## config.mk

```make
export PLATFORM = sky130hd
export DESIGN_NAME = rgb555_to_bmp24_encoder_core
export DESIGN_NICKNAME = d
export VERILOG_FILES = /design/src/design/r2bmp_pkg.sv /design/src/design/rgb555_to_bmp24_encoder_core.sv
export SDC_FILE = /design/constraint.sdc
export NUM_CORES = 1
export LEC_CHECK = 0
export BUFFER_PORTS_ARGS = -buffer_cell sky130_fd_sc_hd__buf_4
export CAP_MARGIN = 10
export CORE_ASPECT_RATIO = 1.2
export CORE_MARGIN = 4
export CORE_UTILIZATION = 35
export DETAILED_ROUTE_END_ITERATION = 8
export GPL_ROUTABILITY_DRIVEN = 0
export PLACE_DENSITY_LB_ADDON = 0.1
export SLEW_MARGIN = 25
export SYNTH_ARGS = -nofsm -noshare
export SYNTH_HDL_FRONTEND = slang
export SYNTH_SLANG_ARGS = --single-unit
```

## constraint.sdc

```tcl
create_clock -name clk -period 7.4 [get_ports clk]
set_input_delay 0.37 -clock clk [delete_from_list [all_inputs] [get_ports clk]]
set_output_delay 0.37 -clock clk [all_outputs]
set_load 0.02 [all_outputs]
```

## src/design/r2bmp_pkg.sv

```systemverilog
package r2bmp_pkg;

	// Field and register widths.
	localparam int DIM_W  = 13;
	localparam int COL_W  = 12;
	localparam int ROW_W  = 13;
	localparam int LINE_W = 14;
	localparam int PROD_W = DIM_W + LINE_W;
	localparam int IDX_W  = 6;

	// Largest usable image dimension; larger register values clamp to it.
	localparam logic [DIM_W-1:0] MAX_DIM = 13'd4096;

	// Input action codes.
	localparam logic ACT_BEGIN = 1'b0;
	localparam logic ACT_PIXEL = 1'b1;

	// Configuration register indexes.
	localparam logic REG_IMAGE_WIDTH  = 1'b0;
	localparam logic REG_IMAGE_HEIGHT = 1'b1;

	localparam logic [DIM_W-1:0] WIDTH_RST  = 13'd256;
	localparam logic [DIM_W-1:0] HEIGHT_RST = 13'd192;

	// Header layout.
	localparam logic [IDX_W-1:0] HDR_LAST      = 6'd53;
	localparam logic [IDX_W-1:0] PIX_LAST_BASE = 6'd2;
	localparam logic [7:0]       HDR_BYTES     = 8'd54;
	localparam logic [7:0]       INFO_SIZE     = 8'd40;
	localparam logic [7:0]       BITS_PER_PIX  = 8'd24;
	localparam logic [7:0]       CHAR_B        = 8'h42;
	localparam logic [7:0]       CHAR_M        = 8'h4d;

	// Byte idx of the 54-byte file and info header.
	function automatic logic [7:0] hdr_byte(
		input logic [IDX_W-1:0] idx,
		input logic [31:0]      fsize,
		input logic [DIM_W-1:0] w,
		input logic [DIM_W-1:0] h
	);
		logic [7:0] b;
		case (idx)
			6'd0:    b = CHAR_B;
			6'd1:    b = CHAR_M;
			6'd2:    b = fsize[7:0];
			6'd3:    b = fsize[15:8];
			6'd4:    b = fsize[23:16];
			6'd5:    b = fsize[31:24];
			6'd10:   b = HDR_BYTES;
			6'd14:   b = INFO_SIZE;
			6'd18:   b = w[7:0];
			6'd19:   b = {3'b000, w[12:8]};
			6'd22:   b = h[7:0];
			6'd23:   b = {3'b000, h[12:8]};
			6'd26:   b = 8'd1;
			6'd28:   b = BITS_PER_PIX;
			default: b = 8'd0;
		endcase
		return b;
	endfunction

endpackage

```

## src/design/rgb555_to_bmp24_encoder_core.sv

```systemverilog
// Path of an item's first byte after its input transfer: the item register, then the output
// register, when the output is free.
// Throughput: one output byte per cycle while out_ready does not stall; a pixel gives 3 bytes
// plus width mod 4 padding bytes at a row end, a begin item 54 bytes, all through the single byte-wide output register.
// A new item is taken in the cycle the previous item's last byte moves to the output register.
// Reset (arst_n low, asynchronous): counters cleared, width 256, height 192, no output pending.
module rgb555_to_bmp24_encoder_core
	import r2bmp_pkg::*;
(
	input  logic             clk,
	input  logic             arst_n,
	// configuration writes
	input  logic             cfg_valid,
	output logic             cfg_ready,
	input  logic             cfg_index,
	input  logic [DIM_W-1:0] cfg_data,
	// input items
	input  logic             in_valid,
	output logic             in_ready,
	input  logic             action,
	input  logic [15:0]      pixel,
	// output bytes
	output logic             out_valid,
	input  logic             out_ready,
	output logic [7:0]       data_byte,
	output logic             last_of_run,
	output logic             end_of_image
);

	// Configuration registers, always writable.
	logic [DIM_W-1:0] width_q, height_q;

	// Image position: pixels taken in the current row, rows finished.
	logic [COL_W-1:0] col_q;
	logic [ROW_W-1:0] row_q;

	// Item register: the item whose bytes are being sent out.
	logic              busy_s1;
	logic              hdr_s1;
	logic [14:0]       pix_s1;
	logic [DIM_W-1:0]  w_s1, h_s1;
	logic [LINE_W-1:0] line_s1;
	logic [IDX_W-1:0]  idx_s1;
	logic [IDX_W-1:0]  last_idx_s1;
	logic              end_s1;

	// File size, two registered steps behind the item register.
	// Byte 2 of the header leaves only after both steps hold the new item's size.
	logic [PROD_W-1:0] prod_q;
	logic [31:0]       fsize_q;

	// Output register.
	logic       out_valid_q;
	logic [7:0] data_q;
	logic       last_q, eoi_q;

	// Effective dimensions after clamping.
	logic [DIM_W-1:0] w_eff, h_eff;
	assign w_eff = (width_q  > MAX_DIM) ? MAX_DIM : width_q;
	assign h_eff = (height_q > MAX_DIM) ? MAX_DIM : height_q;

	// Handshakes.
	logic in_xfer, is_begin, pix_drop, load;
	logic adv, byte_last;

	assign cfg_ready = 1'b1;
	assign adv       = busy_s1 && (!out_valid_q || out_ready);
	assign byte_last = (idx_s1 == last_idx_s1);
	assign in_ready  = !busy_s1 || (adv && byte_last);
	assign in_xfer   = in_valid && in_ready;
	assign is_begin  = (action == ACT_BEGIN);
	// Pixels of an empty or finished image give no bytes.
	assign pix_drop  = (w_eff == '0) || (row_q >= h_eff);
	assign load      = in_xfer && (is_begin || !pix_drop);

	// Pixel position bookkeeping. A full 4096-wide row wraps the column count to zero.
	logic [COL_W-1:0] col_nxt;
	logic             row_end, img_end;
	logic [1:0]       pad;
	logic [ROW_W:0]   row_inc;
	assign col_nxt = col_q + 1'b1;
	assign row_end = (col_nxt == '0) || ({1'b0, col_nxt} >= w_eff);
	assign row_inc = {1'b0, row_q} + 1'b1;
	assign img_end = row_end && (row_inc >= {1'b0, h_eff});
	assign pad     = row_end ? w_eff[1:0] : 2'd0;

	// Row stride in bytes: 3W rounded up to a multiple of four.
	logic [LINE_W-1:0] line_nxt;
	assign line_nxt = ((LINE_W'(w_eff) << 1) + LINE_W'(w_eff) + LINE_W'(3)) & ~LINE_W'(3);

	// Control registers.
	always_ff @(posedge clk or negedge arst_n) begin
		if (!arst_n) begin
			width_q     <= WIDTH_RST;
			height_q    <= HEIGHT_RST;
			col_q       <= '0;
			row_q       <= '0;
			busy_s1     <= 1'b0;
			idx_s1      <= '0;
			out_valid_q <= 1'b0;
		end else begin
			if (cfg_valid && cfg_ready) begin
				case (cfg_index)
					REG_IMAGE_WIDTH:  width_q  <= cfg_data;
					REG_IMAGE_HEIGHT: height_q <= cfg_data;
					default: ;
				endcase
			end

			if (in_xfer) begin
				if (is_begin) begin
					col_q <= '0;
					row_q <= '0;
				end else if (!pix_drop) begin
					if (row_end) begin
						col_q <= '0;
						row_q <= row_inc[ROW_W-1:0];
					end else begin
						col_q <= col_nxt;
					end
				end
			end

			if (load) begin
				busy_s1 <= 1'b1;
				idx_s1  <= '0;
			end else if (adv) begin
				if (byte_last)
					busy_s1 <= 1'b0;
				idx_s1 <= idx_s1 + 1'b1;
			end

			if (adv)
				out_valid_q <= 1'b1;
			else if (out_ready)
				out_valid_q <= 1'b0;
		end
	end

	// Item register payload.
	always_ff @(posedge clk) begin
		if (load) begin
			hdr_s1  <= is_begin;
			pix_s1  <= pixel[14:0];
			w_s1    <= w_eff;
			h_s1    <= h_eff;
			line_s1 <= line_nxt;
			if (is_begin) begin
				last_idx_s1 <= HDR_LAST;
				end_s1      <= (w_eff == '0) || (h_eff == '0);
			end else begin
				last_idx_s1 <= PIX_LAST_BASE + IDX_W'(pad);
				end_s1      <= img_end;
			end
		end
	end

	// File size = 54 + H * stride.
	always_ff @(posedge clk) begin
		prod_q  <= h_s1 * line_s1;
		fsize_q <= 32'(prod_q) + 32'(HDR_BYTES);
	end

	// Byte for the current index.
	logic [7:0] byte_nxt;
	always_comb begin
		if (hdr_s1) begin
			byte_nxt = hdr_byte(idx_s1, fsize_q, w_s1, h_s1);
		end else begin
			case (idx_s1)
				6'd0:    byte_nxt = {pix_s1[14:10], 3'b000};
				6'd1:    byte_nxt = {pix_s1[9:5], 3'b000};
				6'd2:    byte_nxt = {pix_s1[4:0], 3'b000};
				default: byte_nxt = 8'd0;   // row padding
			endcase
		end
	end

	always_ff @(posedge clk) begin
		if (adv) begin
			data_q <= byte_nxt;
			last_q <= byte_last;
			eoi_q  <= byte_last && end_s1;
		end
	end

	assign out_valid    = out_valid_q;
	assign data_byte    = data_q;
	assign last_of_run  = last_q;
	assign end_of_image = eoi_q;

endmodule

```

==> results.cfg, run 1 <==
[clocking]
cts_setup_buffers = 0
cts-root-buf = clkbuf_16
cts_max_level = 4
clockBufferDepth = 2
cts.clk_slew.worst_paths_ps = 80
cts_buffers = 17
cts_tree = done
clk_latency_ps = 440
cts_resized = 0
clkSinkCount = 179
hold_buffers = 0

[critical_path]
worstSetupPathType = reg -> reg
cp.arrival_ps = 6230
endpoint_kind = register
start_kind = register
cp.required_ps = 7710
crit_fanout = 13

[global_route]
antenna_found_initial = 1
grt_usage_pct = 17.1
grt_pass1_wl_um = 58900
grt_max_degree = 60
overflow = 0
grt_pass1_vias = 10800

[timing]
fin_worst_skew_ps = 18.5
finalCritPeriodShare_pct = 80.1
rsz0062_at_grt = false
finalHoldViolCount = 0
slew_headroom_pct = 30.8
drv_slew = 0
fin_crit_ps = 5930
setup_viol = 0
worstMarginPinSlew_ps = 1030
whs_ps = 11.9
max_freq_mhz = 169
fin_setup_tns_ps = 0

[yosys]
syn_area_mm2 = 0.0142
avgSynthCellArea_um2 = 9.73
synth-seq-cells = 179
async_flop_share_pct = 33.0
synth-edff-count = 69
ys_seq_area_share_pct = 32.3
ys.flop_type = edfxtp_1
yosys_warnings = 0
synth_cell_types = 75
syn_inst = 1455
synthesis.nets = 1735

[routing]
drt-initial-drc-count = 507
wl_met2_um = 18500
routed_wl_um = 36200
top_layer = met4
drcViolationCount = 0
dr_total_vias = 10000
drt_pre_antenna_iters = 5
viasPerCell = 5.00
route.met3.wl_um = 912
met1_length_um = 15900
ant_nets = 0
wl_per_cell_um = 18.0

[place]
dp_hpwl_um = 27300
port_buffers = 46

[layout]
areaGrowthSynthToFinish_pct = 9.86
nets = 1742
n_antenna_cell = 0
utilization_pct = 39.0
final_cell_mix = 197 x nand2_1, 192 x inv_1, 134 x ha_1
final_common_cell = nand2_1
drive_above_1_share_pct = 9.08

[power]
p_leak_nw = 7.27
ir_drop_mv = 0.157
p_per_area_mw_per_mm2 = 326

[die]
ios = 49
initial_core_util_pct = 35.5
core_mm2 = 0.0398
rows = 80
die_x_um = 192
design.die.area_mm2 = 0.0437
die-height_um = 228

[outcome]
status = complete, no violations

[worst_hold_path]
hold_path.class = in -> async

[job]
drv_cap = 0
[layer usage]
metal	up-vias	track usage (%)
li1	4873	-
met1	4968	22.0
met2	155	30.2
met3	49	2.19
met4	0	4.92
met5	-	0
[worst paths after layout]
kind                                          to  depth (start not counted)  slack, ps         startpoint
max reg2reg                   prod_q[20]$_DFF_P_                         18       1470  h_s1[3]$_DFFE_PP_
min reg2reg                   fsize_q[2]$_DFF_P_                          1        410  prod_q[2]$_DFF_P_
min in group clk             pix_s1[7]$_DFFE_PP_                          1        100           pixel[7]
max                           prod_q[20]$_DFF_P_                         18       1470  h_s1[3]$_DFFE_PP_
min                        out_valid$_DFFE_PN0P_                          1         10             arst_n
max in group asynchronous   row_q[7]$_DFFE_PN0P_                          1       6810             arst_n
[Yosys cell counts, types with 9 or more instances]
cell type	number	area, um2
nand2_1	197	739
inv_1	192	721
ha_1	134	1680
fa_1	110	2200
edfxtp_1	69	2070
and2_1	66	413
nor2_1	62	233
dfrtp_1	56	1400
xnor2_1	56	490
dfxtp_1	51	1020
clkbuf_1	48	180
a21oi_1	41	205
nand3_1	38	190
xor2_1	26	228
mux2_2	25	282
o21ai_0	23	115
and3_1	22	138
nor3_1	19	95.1
a21o_1	18	135
nand4_1	18	113
a31oi_1	13	81.3
a22oi_1	9	67.6
o211ai_2	9	113
o21a_1	9	67.6
[cell type report]
type                            instances  area (um2)
Multi-Input combinational cell       1017        8570
Sequential cell                       179        4570
Clock inverter                         14         179
Fill cell                            4106       24300
Clock buffer                           18         429
Tap cell                              533         667
Inverter                              195         734
Timing Repair Buffer                   52         390
[state kept, by name, indices dropped and copies added (netlist names), 4 cells and up]
signal and flops:
fsize_q 26, idx_s1 6, row_q 13, col_q 12, height_q 13, line_s1 12, data_byte 8, prod_q 25
h_s1 13, width_q 13, w_s1 13, last_idx_s1 4, pix_s1 15
[kinds of logic (layout without fill, tap and decap cells)]
| group | count (synthesis) | in the layout | synth area share (%) |
|---|---|---|---|
| simple gates | 470 | 470 | 16.1 |
| buf+inv | 259 | 279 | 7.15 |
| fa+ha+maj | 244 | 244 | 27.4 |
| compound gates | 191 | 191 | 9.60 |
| flops | 179 | 179 | 32.3 |
| xor+xnor | 82 | 82 | 5.08 |
| mux | 29 | 29 | 2.27 |
| other cells | 1 | 1 | 0.0265 |
[where the power goes]
part,internal [mW],switching (mW),total [mW],leakage (nW)
clock network,0.492,0.453,0.944,0.298
logic,1.12,1.47,2.59,5.17
registers,1.30,0.233,1.54,1.80
[through the flow]
| step | setup WS (ps) | power, mW | instances | cell area, um2 |
|---|---|---|---|---|
| after floorplan | 1990 | 3.49 | 1455 | 14200 |
| after global placement | 1440 | 4.18 | 1976 | 14900 |
| after detailed placement | 1410 | 4.18 | 1976 | 14900 |
| after CTS | 1400 | 5.17 | 2008 | 15500 |
| after global routing | 1130 | 5.58 | 2008 | 15500 |
| final | 1470 | 5.07 | 2008 | 15500 |
[critical path, cell delays in order, from the launching register on]
cell       delay [ps]
edfxtp_1          710
and2_1            300
fa_1              540
inv_1              50
fa_1              480
inv_1              60
fa_1              520
fa_1              550
inv_1              50
fa_1              540
inv_1              50
ha_1              350
a21o_1            180
a211o_1           300
a21o_1            180
a31o_2            250
a2111oi_0         410
nor3_1            130
xor2_1            160
Power figures use the tool's default switching activity.
==> inputs of run 2 (changes only) <==
- clock period: 7.4 -> 5.4 ns (I/O delays scaled with it)
==> run 2 against run 1 <==
Against the previous run: utilization is 1.8 points higher; largest cell class unchanged; design area is 4.7% higher; worst hold slack better by 58 ps; clock-buffer cell count is 2 higher; fmax is 14% higher; critical endpoint is now prod_q[26]$_DFF_P_; non-clock buffer count is 81 higher; cell count is 4.0% higher; clock power is 35% higher.
==> results.cfg, run 2 (synthesis results as in run 1) <==
[timing]
fin_setup_tns_ps = 0
finalHoldViolCount = 0
drv_slew = 0
finalCritPeriodShare_pct = 96.7
fin_worst_skew_ps = 17.8
max_freq_mhz = 192
worst_slack_ps = 180
slew_headroom_pct = 35.3
fin_crit_ps = 5220
whs_ps = 70.4
worstMarginPinSlew_ps = 963
setup_viol = 0
rsz0062_at_grt = false

[layout]
n_antenna_cell = 0
nets = 1823
final_cell_mix = 197 x nand2_1, 192 x inv_1, 132 x ha_1
drive_above_1_share_pct = 13.2
largest_reg_flops = 26
final_cells = 2089
nFillCells = 4011
final_common_cell = nand2_1
utilization_pct = 40.9
layout_top_registers = fsize_q x26, prod_q x25, pix_s1 x15
post-route-cell-area_mm2 = 0.0163
largest-register = fsize_q
areaGrowthSynthToFinish_pct = 15.0

[global_route]
antenna_found_initial = 0
gr-usage-met2_pct = 30.3
grt_pass1_vias = 10800
grt_pass1_wl_um = 59600
met3_usage_pct = 2.19
gr-max-usage-layer = met2
use_met1_pct = 22.7
overflow = 0
grt_max_degree = 60
grt_usage_pct = 17.3

[routing]
drcViolationCount = 0
wl_per_cell_um = 17.7
drt-initial-drc-count = 504
ant_nets = 0
viasPerCell = 4.92
drt_pre_antenna_iters = 5
dr_total_vias = 10300
routed_wl_um = 37000

[place]
dp.cells = 2027
dp_hpwl_um = 29100
pre_cts_ws_ps = -79.4
port_buffers = 46
placed_area_mm2 = 0.0153

[clocking]
clkSinkCount = 179
clockBufferDepth = 2
cts-root-buf = clkbuf_16
cts_max_level = 4
cts_tree = done
clk_latency_ps = 440
cts.clk_slew.worst_paths_ps = 70
cts_buffers = 17

[die]
core_mm2 = 0.0398
die-height_um = 228
die_x_um = 192
design.die.area_mm2 = 0.0437
rows = 80
ios = 49
initial_core_util_pct = 35.5

[worst_hold_path]
hold_path.class = in -> reg

[critical_path]
worstSetupPathType = reg -> reg
cp.arrival_ps = 5540
start_kind = register
cp_slowest_stage_delay_ps = 520
crit_chain = buf_4 > buf_4 > nand2_1 > fa_2 > fa_1 > fa_1 > inv_1 > fa_1 > inv_1 > fa_1 > inv_1 > ha_1 > a21o_1 > a211o_1 > a21o_1 > a31o_2 > buf_4 > o21ai_4 > mux2i_1 > nand3_1
crit_fanout = 6
crit_top_cell = fa_1
endpoint_kind = register
cp.required_ps = 5720
crit_path_top_delay_cell = fa_1

[outcome]
status = complete, no violations

[power]
p_leak_nw = 7.66
p_per_area_mw_per_mm2 = 478
ir_drop_mv = 0.355
finalPower_mw = 7.78

[job]
drv_cap = 0
-- run 2: cell types whose count changed in the layout (fill, tap and decap cells not counted), sizes merged, moves of 2 or more --
cell         change
clkbuf           +2
dlygate4sd3     +16
inv              -6
buf             +65
clkinv           +2
-- run 2: critical path, delay by kind of cell (launching register included) --
| kind | cells | cell delay (ps) |
|---|---|---|
| simple gates | 2 | 160 |
| buf+inv | 6 | 600 |
| mux | 1 | 200 |
| fa+ha+maj | 6 | 2630 |
| compound gates | 5 | 1080 |
| flops | 1 | 440 |
-- run 2: worst paths after layout --
| path | slack [ps] | cells after the start | endpoint | startpoint |
|---|---|---|---|---|
| min in group asynchronous | 460 | 2 | out_valid$_DFFE_PN0P_ | arst_n |
| max in group asynchronous | 4390 | 2 | row_q[6]$_DFFE_PN0P_ | arst_n |
| worst max register to register | 180 | 20 | prod_q[26]$_DFF_P_ | line_s1[6]$_DFFE_PP_ |
| worst max-delay path | 180 | 20 | prod_q[26]$_DFF_P_ | line_s1[6]$_DFFE_PP_ |
| worst min-delay path | 70 | 2 | height_q[3]$_DFFE_PN0P_ | cfg_data[3] |
| worst min register to register | 410 | 1 | fsize_q[2]$_DFF_P_ | prod_q[2]$_DFF_P_ |
-- run 2: power breakdown --
group          internal [mW]  total, mW  switching (mW)
combinational           1.97       4.39            2.42
clock                  0.711       1.27           0.557
sequential              1.79       2.12           0.328
total                   4.47       7.78            3.31
-- run 2: layout make-up --
cell class / instances / area, um2 / area share, %
Clock buffer: 20 / 458 / 2.81
Clock inverter: 12 / 128 / 0.784
Inverter: 195 / 732 / 4.50
Multi-Input combinational cell: 1017 / 8650 / 53.1
Sequential cell: 179 / 4570 / 28.1
Tap cell: 533 / 667 / 4.10
Timing Repair Buffer: 133 / 1080 / 6.61
-- run 2: repair_timing --
action                                 4_1_cts  5_1_grt
resized for setup                            1       23
cloned                                       0        0
setup endpoints to repair                    3        8
setup buffers                                3       11
endpoints found under the hold margin       71        0
hold buffers                                16        0
pin swaps                                    0        6
-- run 2: per-layer routing --
metal	routed length (um)	vias to the layer above	share of wire, %
met3	749	31	2.0
met4	580	0	1.6
li1	-	5030	-
met1	16800	5079	45
met2	18900	129	51
met5	0	-	0
